$ cat src/sls_pkg.sv
// shared constants, codes and types for the sortable lifo stack
package sls_pkg;

  localparam int unsigned StackDepth = 16;
  localparam int unsigned DataW      = 32;
  localparam int unsigned KindW      = 2;
  localparam int unsigned StatusW    = 2;
  localparam int unsigned FillW      = 5;
  localparam int unsigned AddrW      = $clog2(StackDepth);
  localparam int unsigned CountW     = $clog2(StackDepth + 1);

  typedef logic signed [DataW-1:0] word_t;
  typedef logic [AddrW-1:0]        addr_t;
  typedef logic [CountW-1:0]       count_t;

  typedef enum logic [KindW-1:0] {
    KIND_PUSH = 2'd0,
    KIND_POP  = 2'd1,
    KIND_SORT = 2'd2
  } kind_e;

  typedef enum logic [StatusW-1:0] {
    ST_DONE  = 2'd0,
    ST_EMPTY = 2'd1,
    ST_FULL  = 2'd2
  } status_e;

  typedef struct packed {
    logic  we;
    addr_t waddr;
    word_t wdata;
    logic  re;
    addr_t raddr;
  } mem_req_t;

endpackage

$ cat src/sls_mem.sv
// entry store: one write port, one read port with registered read data
module sls_mem
  import sls_pkg::*;
(
  input  logic     clk_i,
  input  mem_req_t req_i,
  output word_t    rdata_o
);

  word_t mem_q [StackDepth];
  word_t rdata_q;

  always_ff @(posedge clk_i) begin
    if (req_i.we) begin
      mem_q[req_i.waddr] <= req_i.wdata;
    end
    if (req_i.re) begin
      rdata_q <= mem_q[req_i.raddr];
    end
  end

  assign rdata_o = rdata_q;

endmodule

$ cat src/sortable_lifo_stack.sv
// top level of the sortable lifo stack: control sequencer, count and result register
//
//   channel | direction | handshake              | payload
//   --------+-----------+------------------------+-------------------------------------
//   in      | input     | in_valid_i / in_ready_o | kind_i, push_value_i
//   out     | output    | out_valid_o/out_ready_i | popped_value_o, status_o, fill_count_o
//
// push, no-op, empty pop and any empty or single-entry sort finish in the accepting cycle
// pop of a non-empty stack reads the top entry from the store, then loads the result in S_POP
// sort of n entries runs n-1 bubble passes through the single memory port pair;
// each pass carries the smallest value it meets up to the pass end slot
// reset clears the count, the sequencer and the result valid flag; the store and the result payload need no clear
// intake waits while a pop or sort is in progress and while a result waits to be taken,
// unless that result is taken in the same cycle, which frees the result register for the new item
module sortable_lifo_stack
  import sls_pkg::*;
(
  input  logic                      clk_i,
  input  logic                      rst_ni,
  input  logic                      in_valid_i,
  output logic                      in_ready_o,
  input  logic        [KindW-1:0]   kind_i,
  input  logic signed [DataW-1:0]   push_value_i,
  output logic                      out_valid_o,
  input  logic                      out_ready_i,
  output logic signed [DataW-1:0]   popped_value_o,
  output logic        [StatusW-1:0] status_o,
  output logic        [FillW-1:0]   fill_count_o
);

  // sequencer states, one-hot
  typedef enum logic [5:0] {
    S_IDLE   = 6'b000001,
    S_POP    = 6'b000010, // top entry read data arrives
    S_SFIRST = 6'b000100, // slot 0 arrives, becomes the carried minimum
    S_SWALK  = 6'b001000, // compare slot idx with carry, write the larger one down
    S_STAIL  = 6'b010000, // carried minimum lands on the pass end slot
    S_SDONE  = 6'b100000  // sort finished, hand out the result
  } state_e;

  state_e   state_q, state_d;
  count_t   count_q, count_d;
  word_t    carry_q, carry_d;
  addr_t    idx_q, idx_d;
  addr_t    pass_end_q, pass_end_d;

  logic         out_valid_q, out_valid_d;
  word_t        out_value_q, out_value_d;
  status_e      out_status_q, out_status_d;
  logic [FillW-1:0] out_fill_q, out_fill_d;

  mem_req_t mem_req;
  word_t    rdata;

  logic   out_free;
  logic   in_fire;
  count_t count_m1;
  kind_e  kind;

  sls_mem u_mem (
    .clk_i   (clk_i),
    .req_i   (mem_req),
    .rdata_o (rdata)
  );

  assign out_free   = !out_valid_q || out_ready_i;
  assign in_ready_o = (state_q == S_IDLE) && out_free;
  assign in_fire    = in_valid_i && in_ready_o;
  assign count_m1   = count_q - count_t'(1);
  assign kind       = kind_e'(kind_i);

  always_comb begin
    state_d      = state_q;
    count_d      = count_q;
    carry_d      = carry_q;
    idx_d        = idx_q;
    pass_end_d   = pass_end_q;
    out_valid_d  = out_valid_q && !out_ready_i;
    out_value_d  = out_value_q;
    out_status_d = out_status_q;
    out_fill_d   = out_fill_q;
    mem_req      = '0;

    case (state_q)
      S_IDLE: begin
        if (in_fire) begin
          out_value_d  = '0;
          out_status_d = ST_DONE;
          case (kind)
            KIND_PUSH: begin
              if (count_q == count_t'(StackDepth)) begin
                out_status_d = ST_FULL;
              end else begin
                mem_req.we    = 1'b1;
                mem_req.waddr = count_q[AddrW-1:0];
                mem_req.wdata = push_value_i;
                count_d       = count_q + count_t'(1);
              end
              out_valid_d = 1'b1;
              out_fill_d  = FillW'(count_d);
            end
            KIND_POP: begin
              if (count_q == '0) begin
                out_status_d = ST_EMPTY;
                out_valid_d  = 1'b1;
                out_fill_d   = FillW'(count_q);
              end else begin
                mem_req.re    = 1'b1;
                mem_req.raddr = count_m1[AddrW-1:0];
                state_d       = S_POP;
              end
            end
            KIND_SORT: begin
              if (count_q == '0) begin
                out_status_d = ST_EMPTY;
                out_valid_d  = 1'b1;
                out_fill_d   = FillW'(count_q);
              end else if (count_q == count_t'(1)) begin
                // a single entry is already in order
                out_valid_d = 1'b1;
                out_fill_d  = FillW'(count_q);
              end else begin
                mem_req.re    = 1'b1;
                mem_req.raddr = '0;
                pass_end_d    = count_m1[AddrW-1:0];
                idx_d         = addr_t'(1);
                state_d       = S_SFIRST;
              end
            end
            default: begin
              // unused code: no-op
              out_valid_d = 1'b1;
              out_fill_d  = FillW'(count_q);
            end
          endcase
        end
      end

      S_POP: begin
        if (out_free) begin
          count_d      = count_m1;
          out_valid_d  = 1'b1;
          out_value_d  = rdata;
          out_status_d = ST_DONE;
          out_fill_d   = FillW'(count_m1);
          state_d      = S_IDLE;
        end
      end

      S_SFIRST: begin
        carry_d       = rdata;
        mem_req.re    = 1'b1;
        mem_req.raddr = idx_q;
        state_d       = S_SWALK;
      end

      S_SWALK: begin
        // larger value sinks toward the bottom, smaller one travels on
        mem_req.we    = 1'b1;
        mem_req.waddr = idx_q - addr_t'(1);
        if (rdata > carry_q) begin
          mem_req.wdata = rdata;
        end else begin
          mem_req.wdata = carry_q;
          carry_d       = rdata;
        end
        if (idx_q == pass_end_q) begin
          state_d = S_STAIL;
        end else begin
          idx_d         = idx_q + addr_t'(1);
          mem_req.re    = 1'b1;
          mem_req.raddr = idx_q + addr_t'(1);
        end
      end

      S_STAIL: begin
        mem_req.we    = 1'b1;
        mem_req.waddr = pass_end_q;
        mem_req.wdata = carry_q;
        if (pass_end_q == addr_t'(1)) begin
          state_d = S_SDONE;
        end else begin
          pass_end_d    = pass_end_q - addr_t'(1);
          idx_d         = addr_t'(1);
          mem_req.re    = 1'b1;
          mem_req.raddr = '0;
          state_d       = S_SFIRST;
        end
      end

      S_SDONE: begin
        if (out_free) begin
          out_valid_d  = 1'b1;
          out_value_d  = '0;
          out_status_d = ST_DONE;
          out_fill_d   = FillW'(count_q);
          state_d      = S_IDLE;
        end
      end

      default: begin
        state_d = S_IDLE;
      end
    endcase
  end

  always_ff @(posedge clk_i or negedge rst_ni) begin
    if (!rst_ni) begin
      state_q     <= S_IDLE;
      count_q     <= '0;
      out_valid_q <= 1'b0;
    end else begin
      state_q     <= state_d;
      count_q     <= count_d;
      out_valid_q <= out_valid_d;
    end
  end

  // payload and walk registers need no reset
  always_ff @(posedge clk_i) begin
    carry_q      <= carry_d;
    idx_q        <= idx_d;
    pass_end_q   <= pass_end_d;
    out_value_q  <= out_value_d;
    out_status_q <= out_status_d;
    out_fill_q   <= out_fill_d;
  end

  assign out_valid_o    = out_valid_q;
  assign popped_value_o = out_value_q;
  assign status_o       = out_status_q;
  assign fill_count_o   = out_fill_q;

endmodule

$ cat config.mk
export PLATFORM = sky130hd
export DESIGN_NAME = sortable_lifo_stack
export DESIGN_NICKNAME = d
export VERILOG_FILES = /design/src/sls_pkg.sv /design/src/sls_mem.sv /design/src/sortable_lifo_stack.sv
export SDC_FILE = /design/constraint.sdc
export NUM_CORES = 1
export LEC_CHECK = 0
export ABC_AREA = 0
export BUFFER_PORTS_ARGS = -buffer_cell sky130_fd_sc_hd__buf_4
export CORE_AREA = 2 2 204 206
export DETAILED_ROUTE_END_ITERATION = 16
export DIE_AREA = 0 0 206 208
export PLACE_DENSITY = 0.83
export SLEW_MARGIN = 20
export SYNTH_ARGS = -nofsm -noshare
export SYNTH_HDL_FRONTEND = slang
export SYNTH_HIERARCHICAL = 1
export SYNTH_SLANG_ARGS = --single-unit
$ cat constraint.sdc
create_clock -name clk_i -period 10.9 [get_ports clk_i]
set_input_delay 1.635 -clock clk_i [delete_from_list [all_inputs] [get_ports clk_i]]
set_output_delay 1.635 -clock clk_i [all_outputs]
set_load 0.05 [all_outputs]
# Yosys cells after proc, flatten, opt, wreduce, memory -nomap -nowiden
# Memories as Yosys holds them, arrays and structs flattened. A register that Yosys moved wholly into a read port is not among the register bits.
# Cells that the tools add are included.
# totals
regBits,91
input_bits,38
output_inout_bits,41
ramBits,512
latchBits,0
wordCells,137
memories,1
romBits,0
# classes
n_reduce_logical,24
mux,67
n_eq_ne,30
bitwise_logic,0
multipliers,0
magnitude_cmp,1
div,0
addsub,5
shifts,0
# mem_list
memory,depth,word_bits,read_ports,rd_clocked_by_memory_dff,write_ports,line_no,rtl
u_mem.mem_q,16,32,1,1,1,sls_mem.sv:10,word_t mem_q [StackDepth];
# ops
cell,n
$mux W32,5
$pmux W37 S3,1
$pmux W32 S3,1
$mux W37,2
$mux W5,14
$pmux W32 S2,1
$mux W4,11
$mux W42,1
$mux W6,7
$gt A32 B32 Y1,1
$pmux W5 S3,2
$pmux W6 S5,1
$pmux W5 S2,2
$pmux W5 S4,1
$ne A2 B2 Y1 const B,9
$reduce_and A7 Y1,2
$ne A3 B3 Y1 const B,4
$pmux W4 S3,1
$pmux W6 S2,1
$reduce_and A6 Y1,2
$mux W1,8
$pmux W2 S2,2
$pmux W4 S2,1
$reduce_and A4 Y1,2
31 further kinds,45

# Depth between registers and ports, before layout
# Gate-level depths: netlist of run 1.
# logic_depth
word_depth,8
mapped_depth,14
ltp_nobuf,10

# Cells and area by module
# Netlist of run 1, hierarchy kept.
# by_module_without_submodules
mod,area_per_inst_um2,seq_area_each_um2,cells_per_inst,instances
sls_mem,20155.6,16335.7,838,1
sortable_lifo_stack,6068.3,2673.8,581,1

# Worst setup path before layout of run 1
# No wires, ideal clock.
# synth_timing
path_kind,in2reg
start,input kind_i[0]
end,"register u_mem.rdata_q[0], in the netlist u_mem/rdata_o[0], read port of u_mem.mem_q (enable)"
path_slack_ns,4.961
path_buffers,0
t_arrival_ns,5.428
required_ns,10.389
stages,4
setup_ns,0.511
path_cell_list,inv_1 ha_1 inv_1 o41ai_1
# synth_lines
item,line_no,rtl
start: declaration,sortable_lifo_stack.sv:22,"input logic [KindW-1:0] kind_i,"
end: declaration,sls_mem.sv:11,word_t rdata_q;

==> results.rst, run 1 <==
.. list-table::
   :header-rows: 1

   * - Metric
     - Value
   * - Crit path largest cell delay
     - a little over 0.8 ns
   * - Total Die Area
     - 0.0428 mm^2
   * - Type of the most critical hold path
     - reg2reg
   * - Clock slew at the register clock pins of the worst setup and hold paths
     - about 0.060 ns
   * - Vias in the first global route
     - approximately 15000
   * - Post-synthesis sequential area ratio
     - a little over 70%
   * - FF-to-FF path depth
     - 11
   * - DIE HEIGHT
     - roughly 210 um
   * - Synthesized Nets
     - around 1500
   * - NetSw
     - 2.30 mW
   * - Starting utilization of the core area
     - 64.7%
   * - Cell depth of the worst hold path
     - 0
   * - Post-Layout Inst Area
     - about 0.030 mm^2
   * - Number of warning messages in the yosys log
     - 6
   * - Fin crit share
     - between 40% and 50%
   * - Clock skew after layout
     - roughly 0.024 ns
   * - Number of setup buffers added after CTS
     - 0
   * - Largest net degree at the start of global routing
     - 67
   * - Clk_lat worst skew
     - 0.64 ns
   * - Number of buffers created by CTS
     - just under 60
   * - Mapped cell area
     - between 0.02 and 0.03 mm^2
   * - Setup-violating endpoint count in the final report
     - 0
   * - Floorplan Core Area
     - slightly above 0.04 mm^2
   * - Post-detailed-route via-to-cell ratio
     - around 7
   * - Starting DRC count in detailed routing
     - 2436
   * - Weighted congestion reported at the end of routability-driven placement
     - 0.892
   * - Layout cells sized above 1
     - 26.4%
   * - Boundary Pins
     - 79
   * - Count of distinct cell types in the synthesized netlist
     - 74
   * - Worst path required time
     - ~11 ns
   * - Final period demand of the worst path
     - 5.41 ns
   * - Synth Area per Inst
     - between 15 and 20 um^2
   * - Post-detailed-placement cell area
     - 0.0276 mm^2
   * - Antenna violations before repair
     - 0
   * - Data arrival at the endpoint of the critical path
     - 5.77 ns
   * - Number of max-cap violations
     - 0
   * - Synthesized instance count
     - between 1000 and 1500
   * - Count of hold buffers inserted by post-cts repair
     - 0
   * - Top cell type by total area after synthesis
     - edfxtp_1
   * - Count of final max-slew check failures
     - 0
   * - Leak
     - slightly above 10 nW
   * - Worst setup slack for register-to-register paths
     - 5.50 ns
   * - P per Cell Area
     - 244 mW/mm^2
   * - Via count of the routed design
     - around 15000
   * - Total Routing Usage GR
     - 32.0%
   * - Count of buffers from port buffering
     - a little under 80
   * - Average detailed-routed wire length per instance
     - 31.7 um
   * - P_int
     - between 4 and 5 mW
   * - CTS tree
     - built
   * - Max Buffers Root-to-Sink
     - 3
   * - Element type at the critical path end
     - flip-flop
   * - Hold path endpoint
     - carry_q[0]
   * - Cell chain of the critical path
     - buf_4 -> nand2b_1 -> nand3_4 -> nor2_2 -> nand3_1 -> o221ai_4 -> buf_4 -> buf_4 -> mux4_2 -> a22oi_1 -> nand2_1
   * - Number of failing hold endpoints at the final stage
     - 0
   * - Detail Placement HPWL
     - about 34 mm
   * - Core Rows
     - 74
   * - Share of Yosys cell area claimed by the top area cell type
     - 71.3%
   * - Outcome
     - finished, final reports clean
   * - Launching element type of the critical path
     - input pin
   * - DRC violations left
     - 0
   * - Prevailing post-synth register cell
     - edfxtp_1
   * - Share of power burned in the clock network
     - between 20% and 30%
   * - Cell with the largest stage delay on the worst path
     - buf_4
   * - Clock net sink count
     - ~640
   * - Horiz. Die Dim
     - a little over 200 um
   * - Actual transition at the worst max-transition pin
     - about 1.3 ns
   * - Max transition margin
     - about 16%
   * - Sequential share of power
     - between 40 and 50%
   * - DRT antenna net count
     - 0
   * - Total Nets Final
     - between 1500 and 2000
   * - Iteration count of the initial detailed-routing pass
     - 5
   * - Ys async rst share
     - ~1.9%
   * - Cell repeated most along the worst path
     - buf_4
   * - Endpoint of the worst-slack reg-to-reg timing path
     - u_mem/rdata_o[9]
   * - RSZ-0062 raised after global routing
     - no
   * - # H-tree levels
     - 2
   * - Congestion Overflow GR
     - 0
   * - Crit path max fanout
     - 47
   * - Ant. Diodes
     - 0
   * - Total wirelength of the detailed-routed design
     - around 67 mm
   * - Highest ir drop seen on vdd
     - 0.170 mV
   * - Path type of the worst setup path
     - in2reg
   * - Post-CTS resize count
     - 0
   * - Hold Path Origin
     - u_mem/rdata_o[0]
   * - Switching part of the total
     - roughly a third
   * - Fmax
     - between 0.15 and 0.2 GHz
   * - Root Buffer
     - clkbuf_16
   * - Global-route wire length before repair
     - 98.3 mm
   * - Area growth from synthesis to layout
     - 12.6%
   * - Launching point of the worst reg2reg path
     - state_q[2]
   * - Filler cell count
     - 2217
   * - Total negative slack for setup checks
     - 0 ns
   * - Part of the power in combinational logic
     - between 20% and 30%
   * - Count of flip-flops with a built-in enable after synthesis
     - about 620
   * - Biggest area contributors in the synthesized netlist
     - edfxtp_1, mux4_2, a22oi_1
   * - Post-synthesis sequential element count
     - 635
## worst max-delay path: cells and delay by family
family / cells / cell delay (ns)
compound gates: 2 / 1.05
simple gates: 5 / 0.96
buf+inv: 3 / 1.45
mux: 1 / 0.61
## per-layer routing
layer / GRT usage [%] / vias to the layer above / share of wire [%]
li1: - / 5967 / -
met1: 42.7 / 7559 / 34
met2: 51.0 / 1139 / 49
met3: 7.72 / 223 / 13
met4: 13.6 / 0 / 4.6
met5: 0 / - / 0
## cells in the mapped netlist (12+ instances only)
cell      count
inv_1        44
mux2_2       23
ha_1         44
edfxtp_1    623
a21oi_1      30
o21ai_1      16
a22oi_1      95
nand3_1      17
nand4_1      12
nor2_1       31
nor3_1       13
nand2_1      86
o21ai_0      24
mux4_2      128
clkbuf_1     36
and2_1       34
## through the flow
step / utilization [%] / instances / worst slack, ns / total power, mW / hold WS, ns
6_report: 72.8 / 2105 / 5.49 / 7.20 / 0.491
3_3_place_gp: 68.0 / 1997 / 5.05 / 5.01 / 0.466
5_1_grt: 72.8 / 2105 / 5.17 / 7.42 / 0.511
4_1_cts: 72.8 / 2105 / 5.43 / 7.18 / 0.492
3_5_place_dp: 68.0 / 1997 / 4.84 / 5.08 / 0.458
2_1_floorplan: - / 1419 / 4.96 / 4.53 / 0.426
## flip-flops by register name, summed over array words and instances, names as in the netlist
signal and flops:
count_q 5, state_q 6, status_o 2, fill_count_o 5
pass_end_q 4, u_mem/mem_q 512, out_valid_o 1, carry_q 32
popped_value_o 32, idx_q 4, u_mem/rdata_o 32
## kinds of logic after synthesis
logic type / after synthesis / share of synthesized area (%)
AOI/OAI and AO/OA: 210 / 5.62
xor gates and xnor gates: 15 / 0.501
adders and majority gates: 44 / 2.10
buffers and inverters: 118 / 2.22
DFF: 635 / 72.5
muxes: 161 / 12.4
and+or+nand+nor: 236 / 4.67
## area by class of cell
type | instances | area, um^2 | area share, %
clock buffers | 74 | 1580 | 5.33
repair buffers | 120 | 901 | 3.05
flip-flops and latches | 635 | 19000 | 64.4
clock inverters | 34 | 358 | 1.21
well taps | 532 | 666 | 2.25
multi-input cells | 666 | 6860 | 23.2
inverters | 44 | 165 | 0.559
## placed cells by master (no fill, tap or decap), types with 23 or more instances in the layout
master	Yosys	routed
inv_1	44	44
a21oi_1	30	29
ha_1	44	44
nand2_1	86	85
mux4_2	128	128
buf_4	11	120
and2_1	34	34
mux2_2	23	23
o21ai_0	24	23
edfxtp_1	623	623
clkbuf_16	0	61
a22oi_1	95	95
## worst max-delay path by stage
stage	startpoint	end	slack [ns]	depth (start not counted)
2_1_floorplan	kind_i[0]	u_mem/rdata_o[0]	4.96	4
5_1_grt	state_q[2]	u_mem/rdata_o[9]	5.17	11
6_report	out_ready_i	u_mem/rdata_o[9]	5.49	11
3_3_place_gp	out_ready_i	u_mem/rdata_o[12]	5.05	11
3_5_place_dp	out_ready_i	u_mem/rdata_o[4]	4.84	11
4_1_cts	out_ready_i	u_mem/rdata_o[9]	5.43	11
## power groups by stage
stage / clock network, mW / registers (mW) / logic [mW]
floorplan: 0 / 3.41 / 1.11
global placement: 0 / 3.21 / 1.81
detailed placement: 0 / 3.22 / 1.86
CTS: 2.10 / 3.17 / 1.90
global route: 2.19 / 3.20 / 2.04
finish: 2.09 / 3.18 / 1.93
Note: power is estimated with default switching activity, not from simulation.
==> run 2, diff against run 1 <==
--- a/config.mk
+++ b/config.mk
@@ -7,10 +7,10 @@
 export LEC_CHECK = 0
 export ABC_AREA = 0
 export BUFFER_PORTS_ARGS = -buffer_cell sky130_fd_sc_hd__buf_4
-export CORE_AREA = 2 2 204 206
+export CORE_AREA = 2 2 220 222
 export DETAILED_ROUTE_END_ITERATION = 16
-export DIE_AREA = 0 0 206 208
-export PLACE_DENSITY = 0.83
+export DIE_AREA = 0 0 222 224
+export PLACE_DENSITY = 0.76
 export SLEW_MARGIN = 20
 export SYNTH_ARGS = -nofsm -noshare
 export SYNTH_HDL_FRONTEND = slang
==> constraint.sdc (replaced) <==
create_clock -name clk_i -period 4.6 [get_ports clk_i]
set_input_delay 0.69 -clock clk_i [delete_from_list [all_inputs] [get_ports clk_i]]
set_output_delay 0.69 -clock clk_i [all_outputs]
set_load 0.05 [all_outputs]
==> results.rst, run 2 (synthesized netlist as in run 1, its figures left out) <==
.. list-table::
   :header-rows: 1

   * - Metric
     - Value
   * - Outcome
     - finished, final reports clean
   * - # H-tree levels
     - 2 (unchanged)
   * - Global-route wire length before repair
     - 93.8 mm (-4.6%)
   * - Post-Layout Inst Area
     - 0.0301 mm^2 (+1.8%)
   * - Clock net sink count
     - 635 (unchanged)
   * - Congestion Overflow GR
     - 0 (unchanged)
   * - Average detailed-routed wire length per instance
     - 28.6 um (-9.6%)
   * - Max transition margin
     - 26.7% (+11 points)
   * - Worst setup slack for register-to-register paths
     - 0.62 ns (-4.88 ns)
   * - Antenna violations before repair
     - 0 (unchanged)
   * - Number of max-cap violations
     - 0 (unchanged)
   * - Crit path max fanout
     - 28 (-40%)
   * - Vias in the first global route
     - 14600 (-4.6%)
   * - Number of buffers created by CTS
     - 59 (unchanged)
   * - CTS tree
     - built
   * - Commonest non-fill, non-tap cell in the layout
     - edfxtp_1
   * - Sequential share of power
     - 44.3% (+0.2 points)
   * - Max Buffers Root-to-Sink
     - 3 (unchanged)
   * - Core Rows
     - 80 (+8.1%)
   * - Fmax
     - 0.251 GHz
   * - Highest ir drop seen on vdd
     - 0.310 mV (+83%)
   * - P_int
     - 11.6 mW (+140%)
   * - Horiz. Die Dim
     - 222 um (+7.8%)
   * - Detail Placement HPWL
     - 35.2 mm (+3.4%)
   * - Share of power burned in the clock network
     - 28.1% (-0.9 points)
   * - Setup-violating endpoint count in the final report
     - 0 (unchanged)
   * - RSZ-0062 raised after global routing
     - no
   * - Post-detailed-route via-to-cell ratio
     - 6.53 (-7.6%)
   * - Boundary Pins
     - 79 (unchanged)
   * - Type of the most critical hold path
     - in2reg
   * - Switching part of the total
     - 31.5% (-0.45 points)
   * - Starting DRC count in detailed routing
     - 1787 (-27%)
   * - Starting utilization of the core area
     - 55.4% (-9.3 points)
   * - Iteration count of the initial detailed-routing pass
     - 6 (+1)
   * - Total Nets Final
     - 1640 (+2.0%)
   * - Filler cell count
     - 3114 (+40%)
   * - Launching element type of the critical path
     - flip-flop
   * - Part of the power in combinational logic
     - 27.6% (+0.8 points)
   * - DIE HEIGHT
     - 224 um (+7.7%)
   * - Clock slew at the register clock pins of the worst setup and hold paths
     - 0.06 ns (about the same)
   * - Total wirelength of the detailed-routed design
     - 63.4 mm (-4.9%)
   * - DRC violations left
     - 0 (unchanged)
   * - Post-route worst setup slack
     - 0.622 ns (-4.86 ns)
   * - Floorplan Core Area
     - 0.0473 mm^2 (+17%)
   * - Fin crit share
     - about 86%
   * - Count of final max-slew check failures
     - 0 (unchanged)
   * - Largest register by flop count
     - u_mem/mem_q
   * - Number of setup buffers added after CTS
     - 0 (unchanged)
   * - P per Cell Area
     - 563 mW/mm^2 (+130%)
   * - Leak
     - 10.3 nW (+1.5%)
   * - DRT antenna net count
     - 0 (unchanged)
   * - Weighted congestion reported at the end of routability-driven placement
     - 0.854 (-4.3%)
   * - Total Die Area
     - 0.0497 mm^2 (+16%)
   * - Layout cells sized above 1
     - 27.6% (+1.2 points)
   * - Path type of the worst setup path
     - reg2reg
   * - Area growth from synthesis to layout
     - 14.7%
   * - Post-detailed-placement cell area
     - 0.0282 mm^2 (+2.2%)
   * - Element type at the critical path end
     - flip-flop
   * - Hold WS
     - 0.357 ns (-0.135 ns)
   * - Largest net degree at the start of global routing
     - 69 (+3.0%)
   * - Ant. Diodes
     - 0 (unchanged)
   * - Number of failing hold endpoints at the final stage
     - 0 (unchanged)
   * - Actual transition at the worst max-transition pin
     - 1.10 ns (-0.167 ns)
   * - Root Buffer
     - clkbuf_16
   * - Max reg flops
     - 512 (unchanged)
   * - Final period demand of the worst path
     - 3.98 ns
   * - Worst path required time
     - 4.97 ns (-6.29 ns)
   * - Clk_lat worst skew
     - 0.63 ns (about the same)
   * - Most used cells in the layout excluding fill and tap cells
     - edfxtp_1, buf_4, mux4_2
   * - Via count of the routed design
     - 14500 (-2.7%)
   * - NetSw
     - 5.33 mW (+130%)
   * - Clock skew after layout
     - 0.0215 ns (-0.00215 ns)
   * - Total negative slack for setup checks
     - 0 ns (unchanged)
   * - Post-Place Setup Slack
     - 0.671 ns (-4.17 ns)
   * - Count of buffers from port buffering
     - 78 (unchanged)
   * - Total Routing Usage GR
     - 25.9% (-6.1 points)
   * - Data arrival at the endpoint of the critical path
     - 4.35 ns (-1.42 ns)
run 2: per-layer routing:
metal	part of all wire, %	GRT usage [%]	vias to the layer above
met5	0	0	-
li1	-	-	6036
met3	9.8	4.35	169
met2	48	42.2	814
met4	3.3	9.48	0
met1	39	35.8	7462
run 2: final timing paths:
kind,from,to,cells past startpoint
worst max-delay path,state_q[2],u_mem/rdata_o[18],10
worst min-delay path,in_valid_i,out_valid_o,3
worst max register to register,state_q[2],u_mem/rdata_o[18],10
min in group asynchronous,rst_ni,out_valid_o,2
max in group asynchronous,rst_ni,state_q[0],2
worst min register to register,u_mem/rdata_o[0],carry_q[0],0
run 2: cell type report:
cell class | instances | area (um^2) | area share [%]
Inverter | 44 | 165 | 0.549
Sequential cell | 635 | 19000 | 63.2
Multi-Input combinational cell | 666 | 6890 | 22.9
Timing Repair Buffer | 152 | 1370 | 4.55
Clock buffer | 76 | 1580 | 5.26
Clock inverter | 28 | 287 | 0.953
Tap cell | 615 | 769 | 2.56
run 2: metrics by stage:
step                instances  total power [mW]  utilization [%]
floorplan                1419              10.7                -
global placement         2111              12.1             59.5
global route             2216              17.6             63.5
CTS                      2216              17.0             63.5
detailed placement       2111              12.2             59.5
finish                   2216              16.9             63.5
run 2: what timing repair did:
item	in CTS	in global routing
hold endpoints to repair	11	0
gates resized for setup	0	0
hold buffers	1	0
run 2: critical path, stage by stage, from the launching register on:
cell and delay (ns):
dfrtp_1 0.44, or4_4 0.59, nor3b_4 0.31, nand3_4 0.15, nor2_2 0.17, nand3_1 0.29, o221ai_4 0.55, buf_12 0.31
mux4_2 0.53, a22oi_1 0.25, nand2_1 0.10
run 2: power groups by stage:
stage | Sequential [mW] | Clock [mW] | Combinational (mW)
6_report | 7.51 | 4.76 | 4.67
3_3_place_gp | 7.60 | 0 | 4.52
5_1_grt | 7.56 | 5.04 | 4.95
3_5_place_dp | 7.62 | 0 | 4.62
2_1_floorplan | 8.08 | 0 | 2.64
4_1_cts | 7.50 | 4.82 | 4.66
